===== src/rtl/idpat_pkg.sv =====
// idpat_pkg: shared types and constants for the id pair allow table
// no dependencies; compiled first
`timescale 1ns / 1ps

package idpat_pkg;

    // fixed field widths
    localparam int ACTION_W = 2;
    localparam int ID_W     = 16;
    localparam int SLOT_W   = 5;
    localparam int COUNT_W  = 6;
    localparam int WORD_W   = 2 * ID_W;

    // default table depth
    localparam int DEFAULT_TABLE_ENTRIES = 32;

    // request action codes
    typedef enum logic [ACTION_W-1:0] {
        ACT_CHECK  = 2'd0,
        ACT_ADD    = 2'd1,
        ACT_REMOVE = 2'd2,
        ACT_GET    = 2'd3
    } action_t;

    // controller states
    typedef enum logic [1:0] {
        ST_IDLE,
        ST_WALK,
        ST_DONE
    } state_t;

    // request word as seen by the controller
    typedef struct packed {
        logic [ACTION_W-1:0] action;
        logic [ID_W-1:0]     key_vid;
        logic [ID_W-1:0]     key_pid;
        logic [SLOT_W-1:0]   slot;
    } in_word_t;

    // response word
    typedef struct packed {
        logic              ok;
        logic [ID_W-1:0]   read_vid;
        logic [ID_W-1:0]   read_pid;
        logic [COUNT_W-1:0] entry_count;
    } out_word_t;

    // controller to cell ring
    typedef struct packed {
        logic              shift;
        logic [WORD_W-1:0] tail_word;
    } ring_ctl_t;

endpackage


===== src/rtl/idpat_if.sv =====
// idpat_req_if / idpat_rsp_if: valid/ready channels for requests and responses
// depends on idpat_pkg
`timescale 1ns / 1ps

interface idpat_req_if;
    import idpat_pkg::*;

    logic                valid;
    logic                ready;
    logic [ACTION_W-1:0] action;
    logic [ID_W-1:0]     key_vid;
    logic [ID_W-1:0]     key_pid;
    logic [SLOT_W-1:0]   slot;

    modport source (output valid, action, key_vid, key_pid, slot, input ready);
    modport sink   (input valid, action, key_vid, key_pid, slot, output ready);
endinterface

interface idpat_rsp_if;
    import idpat_pkg::*;

    logic               valid;
    logic               ready;
    logic               ok;
    logic [ID_W-1:0]    read_vid;
    logic [ID_W-1:0]    read_pid;
    logic [COUNT_W-1:0] entry_count;

    modport source (output valid, ok, read_vid, read_pid, entry_count, input ready);
    modport sink   (input valid, ok, read_vid, read_pid, entry_count, output ready);
endinterface


===== src/rtl/id_pair_allow_table_unit.sv =====
// id_pair_allow_table_unit: top level of the vendor/product id allow table
// depends on idpat_pkg, idpat_if, idpat_ring, idpat_ctrl
`timescale 1ns / 1ps
//
//  channel | dir | fields
//  --------+-----+---------------------------------------------
//  req     | in  | action, key_vid, key_pid, slot
//  rsp     | out | ok, read_vid, read_pid, entry_count
//
//  a word is latched, then the entry chain rotates a full turn past the head
//  while each entry is compared and rewritten there, then the result is handed off
//  reset clears every entry and the count at once, no sweep needed
//  req.ready is high only while the sequencer is idle
//  a finished response waits in the output register, the next request is
//  taken as soon as the response has moved there

module id_pair_allow_table_unit #(
    parameter int TABLE_ENTRIES = idpat_pkg::DEFAULT_TABLE_ENTRIES
) (
    input  logic               clk,
    input  logic               rst_n,
    idpat_req_if.sink          req,
    idpat_rsp_if.source        rsp
);
    import idpat_pkg::*;

    in_word_t          req_word;
    out_word_t         result;
    ring_ctl_t         ring_ctl;
    logic [WORD_W-1:0] head_word;
    logic [WORD_W-1:0] next_word;
    logic              idle;
    logic              done_valid;
    logic              done_take;
    logic              start;

    logic      out_valid_reg, out_valid_next;
    out_word_t out_word_reg, out_word_next;

    // request side
    always_comb
    begin
        req_word.action  = req.action;
        req_word.key_vid = req.key_vid;
        req_word.key_pid = req.key_pid;
        req_word.slot    = req.slot;
    end

    assign req.ready = idle;
    assign start     = req.valid && idle;

    // entry chain
    idpat_ring #(
        .ENTRIES (TABLE_ENTRIES)
    ) u_ring (
        .clk       (clk),
        .rst_n     (rst_n),
        .ctl       (ring_ctl),
        .head_word (head_word),
        .next_word (next_word)
    );

    // walk sequencer
    idpat_ctrl #(
        .ENTRIES (TABLE_ENTRIES)
    ) u_ctrl (
        .clk        (clk),
        .rst_n      (rst_n),
        .start      (start),
        .req_word   (req_word),
        .head_word  (head_word),
        .next_word  (next_word),
        .done_take  (done_take),
        .ctl        (ring_ctl),
        .idle       (idle),
        .done_valid (done_valid),
        .result     (result)
    );

    // output register load
    always_comb
    begin
        done_take      = done_valid && (!out_valid_reg || rsp.ready);
        out_valid_next = done_take || (out_valid_reg && !rsp.ready);
        out_word_next  = done_take ? result : out_word_reg;
    end

    always_ff @(posedge clk or negedge rst_n)
    begin
        if (!rst_n)
        begin
            out_valid_reg <= 1'b0;
        end
        else
        begin
            out_valid_reg <= out_valid_next;
        end
    end

    always_ff @(posedge clk)
    begin
        out_word_reg <= out_word_next;
    end

    // response side
    assign rsp.valid       = out_valid_reg;
    assign rsp.ok          = out_word_reg.ok;
    assign rsp.read_vid    = out_word_reg.read_vid;
    assign rsp.read_pid    = out_word_reg.read_pid;
    assign rsp.entry_count = out_word_reg.entry_count;

endmodule


===== src/rtl/idpat_cell.sv =====
// idpat_cell: one table entry register in the rotating cell chain
// depends on idpat_pkg
`timescale 1ns / 1ps

module idpat_cell (
    input  logic                         clk,
    input  logic                         rst_n,
    input  logic                         shift,
    input  logic [idpat_pkg::WORD_W-1:0] d,
    output logic [idpat_pkg::WORD_W-1:0] q
);
    import idpat_pkg::*;

    logic [WORD_W-1:0] word_reg;
    logic [WORD_W-1:0] word_next;

    // take the neighbor word on a shift, else hold
    always_comb
    begin
        word_next = shift ? d : word_reg;
    end

    // entry storage, cleared at reset
    always_ff @(posedge clk or negedge rst_n)
    begin
        if (!rst_n)
        begin
            word_reg <= '0;
        end
        else
        begin
            word_reg <= word_next;
        end
    end

    assign q = word_reg;

endmodule


===== src/rtl/idpat_ring.sv =====
// idpat_ring: chain of entry cells rotating toward the head
// depends on idpat_pkg and idpat_cell
`timescale 1ns / 1ps

module idpat_ring #(
    parameter int ENTRIES = idpat_pkg::DEFAULT_TABLE_ENTRIES
) (
    input  logic                         clk,
    input  logic                         rst_n,
    input  idpat_pkg::ring_ctl_t         ctl,
    output logic [idpat_pkg::WORD_W-1:0] head_word,
    output logic [idpat_pkg::WORD_W-1:0] next_word
);
    import idpat_pkg::*;

    logic [WORD_W-1:0] cell_q [ENTRIES];

    // each cell takes its upper neighbor, the last one takes the tail word
    for (genvar i = 0; i < ENTRIES; i++)
    begin : g_cell
        logic [WORD_W-1:0] cell_d;

        if (i == ENTRIES - 1)
        begin : g_tail
            assign cell_d = ctl.tail_word;
        end
        else
        begin : g_mid
            assign cell_d = cell_q[i+1];
        end

        idpat_cell u_cell (
            .clk   (clk),
            .rst_n (rst_n),
            .shift (ctl.shift),
            .d     (cell_d),
            .q     (cell_q[i])
        );
    end

    assign head_word = cell_q[0];

    // word behind the head, zero for a single-entry table
    if (ENTRIES > 1)
    begin : g_next
        assign next_word = cell_q[1];
    end
    else
    begin : g_no_next
        assign next_word = '0;
    end

endmodule


===== src/rtl/idpat_ctrl.sv =====
// idpat_ctrl: walk sequencer, compares and rewrites the word at the ring head
// depends on idpat_pkg
`timescale 1ns / 1ps

module idpat_ctrl #(
    parameter int ENTRIES = idpat_pkg::DEFAULT_TABLE_ENTRIES
) (
    input  logic                         clk,
    input  logic                         rst_n,
    input  logic                         start,
    input  idpat_pkg::in_word_t          req_word,
    input  logic [idpat_pkg::WORD_W-1:0] head_word,
    input  logic [idpat_pkg::WORD_W-1:0] next_word,
    input  logic                         done_take,
    output idpat_pkg::ring_ctl_t         ctl,
    output logic                         idle,
    output logic                         done_valid,
    output idpat_pkg::out_word_t         result
);
    import idpat_pkg::*;

    localparam int IDX_W = (ENTRIES > 1) ? $clog2(ENTRIES) : 1;
    localparam int CNT_W = $clog2(ENTRIES + 1);
    localparam int CMP_W = (CNT_W > SLOT_W) ? CNT_W : SLOT_W;

    state_t              state_reg, state_next;
    logic [IDX_W-1:0]    step_reg, step_next;
    logic [CNT_W-1:0]    count_reg, count_next;
    logic                found_reg, found_next;
    logic [ACTION_W-1:0] action_reg, action_next;
    logic [WORD_W-1:0]   key_reg, key_next;
    logic [SLOT_W-1:0]   slot_reg, slot_next;
    logic                ok_reg, ok_next;
    logic [WORD_W-1:0]   rd_reg, rd_next;

    logic              last_step;
    logic [CMP_W-1:0]  k_c, cnt_c, slot_c;
    logic              in_range, hit, full, slot_ok, at_slot, at_count;
    logic [WORD_W-1:0] tail_word;

    // walk position and compares
    always_comb
    begin
        last_step = (step_reg == IDX_W'(ENTRIES - 1));
        k_c       = CMP_W'(step_reg);
        cnt_c     = CMP_W'(count_reg);
        slot_c    = CMP_W'(slot_reg);
        in_range  = (k_c < cnt_c);
        hit       = in_range && (head_word == key_reg);
        full      = (count_reg == CNT_W'(ENTRIES));
        slot_ok   = (slot_c < cnt_c);
        at_slot   = (k_c == slot_c);
        at_count  = (k_c == cnt_c);
    end

    // word fed back into the tail cell
    always_comb
    begin
        tail_word = head_word;
        case (action_reg)
            ACT_ADD:
            begin
                // earlier entries are all seen by the time the walk reaches the count
                if (at_count && !full && !found_reg)
                begin
                    tail_word = key_reg;
                end
            end
            ACT_REMOVE:
            begin
                // drop the slot entry: pull the next word forward, zero goes in last
                if (slot_ok && !(k_c < slot_c))
                begin
                    tail_word = last_step ? '0 : next_word;
                end
            end
            default:
            begin
                tail_word = head_word;
            end
        endcase
    end

    // next state
    always_comb
    begin
        state_next = state_reg;
        case (state_reg)
            ST_IDLE:
            begin
                if (start)
                begin
                    state_next = ST_WALK;
                end
            end
            ST_WALK:
            begin
                if (last_step)
                begin
                    state_next = ST_DONE;
                end
            end
            ST_DONE:
            begin
                if (done_take)
                begin
                    state_next = ST_IDLE;
                end
            end
            default:
            begin
                state_next = ST_IDLE;
            end
        endcase
    end

    // outputs
    always_comb
    begin
        ctl.shift     = (state_reg == ST_WALK);
        ctl.tail_word = tail_word;
        idle          = (state_reg == ST_IDLE);
        done_valid    = (state_reg == ST_DONE);
        result.ok          = ok_reg;
        result.read_vid    = rd_reg[WORD_W-1:ID_W];
        result.read_pid    = rd_reg[ID_W-1:0];
        result.entry_count = COUNT_W'(count_reg);
    end

    // datapath next values
    always_comb
    begin
        step_next   = step_reg;
        count_next  = count_reg;
        found_next  = found_reg;
        action_next = action_reg;
        key_next    = key_reg;
        slot_next   = slot_reg;
        ok_next     = ok_reg;
        rd_next     = rd_reg;
        if (state_reg == ST_IDLE && start)
        begin
            // latch the request word
            step_next   = '0;
            found_next  = 1'b0;
            action_next = req_word.action;
            key_next    = {req_word.key_vid, req_word.key_pid};
            slot_next   = req_word.slot;
            ok_next     = 1'b0;
            rd_next     = '0;
        end
        else if (state_reg == ST_WALK)
        begin
            step_next  = step_reg + 1'b1;
            found_next = found_reg | hit;
            if (action_reg == ACT_GET && at_slot && slot_ok)
            begin
                rd_next = head_word;
            end
            if (last_step)
            begin
                step_next = '0;
                case (action_reg)
                    ACT_CHECK:
                    begin
                        ok_next = found_next;
                    end
                    ACT_ADD:
                    begin
                        ok_next = !full;
                        if (!full && !found_next)
                        begin
                            count_next = count_reg + 1'b1;
                        end
                    end
                    ACT_REMOVE:
                    begin
                        ok_next = slot_ok;
                        if (slot_ok)
                        begin
                            count_next = count_reg - 1'b1;
                        end
                    end
                    ACT_GET:
                    begin
                        ok_next = slot_ok;
                    end
                    default:
                    begin
                        ok_next = 1'b0;
                    end
                endcase
            end
        end
    end

    // control registers
    always_ff @(posedge clk or negedge rst_n)
    begin
        if (!rst_n)
        begin
            state_reg <= ST_IDLE;
            step_reg  <= '0;
            count_reg <= '0;
        end
        else
        begin
            state_reg <= state_next;
            step_reg  <= step_next;
            count_reg <= count_next;
        end
    end

    // request and result registers
    always_ff @(posedge clk)
    begin
        found_reg  <= found_next;
        action_reg <= action_next;
        key_reg    <= key_next;
        slot_reg   <= slot_next;
        ok_reg     <= ok_next;
        rd_reg     <= rd_next;
    end

`ifndef SYNTHESIS
    // count never passes the table depth
    a_count_bound: assert property (@(posedge clk) disable iff (!rst_n)
        count_reg <= CNT_W'(ENTRIES))
        else $error("entry count past table depth");

    // count only moves on the last walk step
    a_count_hold: assert property (@(posedge clk) disable iff (!rst_n)
        !(state_reg == ST_WALK && last_step) |=> $stable(count_reg))
        else $error("entry count changed outside the walk end");

    // walk ends in the done state with the step counter back at zero
    a_walk_end: assert property (@(posedge clk) disable iff (!rst_n)
        (state_reg == ST_WALK && last_step) |=> (state_reg == ST_DONE && step_reg == '0))
        else $error("walk did not end in done");

    // the ring only rotates during a walk
    a_shift_walk: assert property (@(posedge clk) disable iff (!rst_n)
        ctl.shift |-> (state_reg == ST_WALK))
        else $error("ring shifted outside a walk");
`endif

endmodule


===== src/flat_wrapper.sv =====
// flat-port wrapper written by rule: the top's interface ports become plain ports
module id_pair_allow_table_unit_flat import idpat_pkg::*;
#(
    parameter int TABLE_ENTRIES = idpat_pkg::DEFAULT_TABLE_ENTRIES
)
  (clk, rst_n, req_valid, req_action, req_key_vid, req_key_pid, req_slot, req_ready, rsp_valid, rsp_ok, rsp_read_vid, rsp_read_pid, rsp_entry_count, rsp_ready);
  idpat_req_if req_i ();
  idpat_rsp_if rsp_i ();
  input  logic clk;
  input  logic rst_n;
  input wire logic [$bits(req_i.valid)-1:0] req_valid;
  input wire logic [$bits(req_i.action)-1:0] req_action;
  input wire logic [$bits(req_i.key_vid)-1:0] req_key_vid;
  input wire logic [$bits(req_i.key_pid)-1:0] req_key_pid;
  input wire logic [$bits(req_i.slot)-1:0] req_slot;
  output wire logic [$bits(req_i.ready)-1:0] req_ready;
  output wire logic [$bits(rsp_i.valid)-1:0] rsp_valid;
  output wire logic [$bits(rsp_i.ok)-1:0] rsp_ok;
  output wire logic [$bits(rsp_i.read_vid)-1:0] rsp_read_vid;
  output wire logic [$bits(rsp_i.read_pid)-1:0] rsp_read_pid;
  output wire logic [$bits(rsp_i.entry_count)-1:0] rsp_entry_count;
  input wire logic [$bits(rsp_i.ready)-1:0] rsp_ready;
  assign req_i.valid = req_valid;
  assign req_i.action = req_action;
  assign req_i.key_vid = req_key_vid;
  assign req_i.key_pid = req_key_pid;
  assign req_i.slot = req_slot;
  assign req_ready = req_i.ready;
  assign rsp_valid = rsp_i.valid;
  assign rsp_ok = rsp_i.ok;
  assign rsp_read_vid = rsp_i.read_vid;
  assign rsp_read_pid = rsp_i.read_pid;
  assign rsp_entry_count = rsp_i.entry_count;
  assign rsp_i.ready = rsp_ready;
  id_pair_allow_table_unit #(.TABLE_ENTRIES(TABLE_ENTRIES)) u_core (.clk(clk), .rst_n(rst_n), .req(req_i), .rsp(rsp_i));
endmodule

===== config.mk =====
export PLATFORM = sky130hd
export DESIGN_NAME = id_pair_allow_table_unit_flat
export DESIGN_NICKNAME = d
export VERILOG_FILES = /design/src/rtl/idpat_pkg.sv /design/src/rtl/idpat_if.sv /design/src/rtl/id_pair_allow_table_unit.sv /design/src/rtl/idpat_cell.sv /design/src/rtl/idpat_ring.sv /design/src/rtl/idpat_ctrl.sv /design/src/flat_wrapper.sv
export SDC_FILE = /design/constraint.sdc
export NUM_CORES = 2
export LEC_CHECK = 0
export BUFFER_PORTS_ARGS = -buffer_cell sky130_fd_sc_hd__buf_4
export CORE_UTILIZATION = 40
export DETAILED_ROUTE_END_ITERATION = 7
export HOLD_SLACK_MARGIN = 0.06
export SLEW_MARGIN = 20
export SYNTH_ARGS = -nofsm -noshare
export SYNTH_HDL_FRONTEND = slang
export SYNTH_SLANG_ARGS = --single-unit

===== constraint.sdc =====
create_clock -name clk -period 3.8 [get_ports clk]
set_clock_uncertainty 0.05 [all_clocks]
set_input_delay 0 -clock clk [delete_from_list [all_inputs] [get_ports clk]]
set_output_delay 0 -clock clk [all_outputs]
set_load 0.05 [all_outputs]

==> results by group <==
Synth
  • Top_reg_cell synth: dfrtp_1
  • Per-instance average area after synthesis: roughly 9.2 sq um
  • Portion of the post-synthesis area used by sequential elements: 66.3%
  • Gate count after technology mapping: approximately 4.7k
  • Register bit count reported by yosys: 1,150
  • Net count after synthesis: ~4.8k
  • FFs w/ async S/R, synth: 90.3%
  • Number of library cell types mapped by synthesis: 48
  • Post-synth EDFFs: 78
  • Synth Warn #: 0
  • Summed instance area of the synthesized netlist: 43,700 sq um

Pwr
  • P_leak: 0.0272 uW
  • IR Drop Worst-Case VDD: 0.461 mV
  • Total Power Consumption: 38,700 uW
  • Power density over the cells: 764 nW/um^2

Floorplanning
  • Number of placed I/O pins: 84
  • Placeable core region: 108,000 sq um
  • Die area: around 110,000 sq um
  • DIE HEIGHT: around 330 microns
  • Initial cell density of the core: between 40 and 50%
  • Placement Rows: 120
  • Die width: 333 microns

Placed design
  • Cell Area, Placed: 45,900 sq um
  • IO Port Bufs: 83
  • Total half-perimeter wirelength after legalization and detailed placement: 47,200 microns
  • Final RePlAce weighted congestion: 0.800

Global route
  • Vias in the first global route: 29.1k
  • Largest net degree at the start of global routing: 164
  • Antenna violations before repair: 0
  • Total Routing Usage GR: around 16%
  • First-pass GRT wire length: between 100,000 and 150,000 microns
  • Overall overflow remaining after global route: 0

Clock network
  • CTS Sinks: 1,150
  • Number of H-tree levels: 3
  • CTS tree: yes
  • Count of hold-fix buffers inserted at cts: between 80 and 90
  • Clock tree root buffer cell: clkbuf_16
  • Num CTS Buffers: ~120
  • Number of buffers inserted to repair setup after CTS: 0
  • Maximum clock insertion buffer count: 3
  • Clk Latency, worst-skew pair: 0.71 ns
  • Worst-path clk slew: 0.06 ns
  • Total of cells resized after clock tree synthesis: 0

STA
  • Part of the cycle the worst path needs: 67.6%
  • Post-layout min period: around 2.6 ns
  • Hold slack final: 0.146 ns
  • Fin. Hold Viols: 0
  • Setup total negative slack: 0 ns
  • Fmax achieved: approximately 390 MHz
  • Setup repair after global routing missed its margin: no
  • Relative max-transition margin: 43.0%
  • Final setup vio count: 0
  • Final Max Slew Viols: 0
  • Slew of the pin with the lowest slew margin: 0.853 ns

Critical path
  • RR Startpoint: u_core.u_ctrl.cnt_c[3]$_DFFE_PN0P_
  • Worst path required time: 4.33 ns
  • Kind of capture point of the worst setup path: flip-flop
  • Critical Path AT: between 3 and 4 ns
  • Worst R2R Path Depth: 9
  • Worst reg-to-reg setup slack: 1.23 ns
  • Crit path max fanout: 32
  • Critical Path End: u_core.u_ctrl.rd_reg[21]$_SDFFE_PP0P_
  • End of the worst register-to-register path: u_core.u_ctrl.rd_reg[21]$_SDFFE_PP0P_
  • Startpoint of the most critical setup path: u_core.u_ctrl.cnt_c[3]$_DFFE_PN0P_
  • Kind of start point of the critical path: flip-flop
  • Kind of critical path: flip-flop to flip-flop

Layout
  • Post-Layout Inst Area: 50,600 sq um
  • Net count of the finished layout: 4,909
  • Top library cells by usage in the layout, fill and taps aside: nand2_1 (2,990), dfrtp_1 (1,038), clkbuf_16 (117), buf_4 (116), dlygate4sd3_1 (82)
  • Most common cell after layout, fill and taps aside: nand2_1
  • Layout cells sized above 1: 6.73%
  • Number of antenna diodes: 0
  • Area growth from synthesis to layout: 15.8%
  • Max reg flops: 1,024

Detailed routing
  • Vias per cell: 4.69
  • First drt pass iteration count: 7
  • Remaining design rule violation count: 0
  • Wire length per cell after detailed routing: 13.4 microns
  • Count of routing violations after the opening detailed-route iteration: 2,436
  • Sum of routed wire length over all layers: 85,200 microns
  • Number of antenna-violating nets in the routed design: 0
  • Vias: just under 30k

Flow run
  • Max capacitance violation total: 0

Status
  • Result of the run: complete, no violations

Min path
  • Type of the most critical hold path: input pin to flip-flop
how the worst min path moves through the flow:
stage	from	to	slack, ns	cells after the start
final	req_valid	u_core.u_ctrl.state_reg[0]$_DFFE_PN0P_	0.15	4
after global routing	req_valid	u_core.u_ctrl.state_reg[0]$_DFFE_PN0P_	0.13	4
after CTS	req_valid	u_core.u_ctrl.state_reg[0]$_DFFE_PN0P_	0.09	4
after detailed placement	rst_n	u_core.u_ctrl.cnt_c[4]$_DFFE_PN0P_	0.08	1
after global placement	rst_n	u_core.u_ctrl.cnt_c[4]$_DFFE_PN0P_	0.08	1
after floorplan	rst_n	u_core.rsp.valid$_DFF_PN0_	-0.35	0
layout make-up:
class	count	area [sq um]
fill	10000	57000
sequential	1150	29000
multi-input combinational	3330	13700
clock buffer	180	3480
timing repair buffer	225	2230
tap	1403	1760
clock inverter	28	412
inverter	18	67.6
routing by layer:
metal | up-vias | wire length (microns) | track usage [%]
met5 | - | 0 | 0
met4 | 0 | 2230 | 5.09
met3 | 142 | 3070 | 2.58
met2 | 403 | 38600 | 24.3
met1 | 14400 | 41300 | 22.6
li1 | 14800 | - | -
report_power, final:
part / leakage, uW / total, uW / switching, uW / internal (uW)
Combinational: 0.0103 / 8290 / 5790 / 2500
Sequential: 0.0150 / 18800 / 2350 / 16500
Clock: 0.00191 / 11500 / 4780 / 6770
Total: 0.0272 / 38700 / 12900 / 25800
logic make-up (layout without fill, tap and decap cells):
family	after synthesis	in the layout	synth area share (%)
and+or+nand+nor	3127	3127	27.2
AOI/OAI and AO/OA	104	104	1.66
muxes	36	36	0.824
adders and majority gates	25	25	0.733
xor gates and xnor gates	38	38	0.761
DFF	1150	1150	66.3
buffers and inverters	265	451	2.50
critical path, cell delays in order (launching register included):
cell	delay [ns]
dfrtp_1	0.40
inv_1	0.09
ha_1	0.30
a21o_1	0.18
a21oi_2	0.18
o21ai_2	0.15
a211oi_4	0.24
buf_4	0.52
mux2i_1	0.25
nor2_1	0.05
cell usage after synthesis (2+ instances only):
library cell,instances,area [sq um]
o31ai_1,2,15.0
nand4b_1,2,17.5
inv_1,17,63.8
a21oi_2,2,17.5
nand2_1,2990,11200
nand2b_1,6,37.5
a221oi_1,32,280
xnor2_1,31,272
ha_1,24,300
a21oi_1,39,195
nand3_1,36,180
buf_2,60,300
o21ai_0,11,55.1
nand4_1,9,56.3
clkbuf_1,179,672
mux2i_1,36,360
buf_6,3,33.8
nor2_1,69,259
nor4_1,3,18.8
xor2_1,7,61.3
dfxtp_1,34,681
buf_1,5,18.8
nor2b_1,4,25.0
dfrtp_1,1038,26000
a211oi_1,2,15.0
a21o_1,5,37.5
edfxtp_1,78,2340
per-stage QoR:
| stage | cells | setup WS, ns | util, % |
|---|---|---|---|
| detailed placement | 6043 | 1.22 | 42.6 |
| CTS | 6334 | 1.22 | 47.0 |
| floorplan | 4745 | 0.579 | - |
| global route | 6334 | 1.06 | 47.0 |
| global placement | 6043 | 1.27 | 42.6 |
| finish | 6334 | 1.23 | 47.0 |
Note: power is estimated with default switching activity, not from simulation.
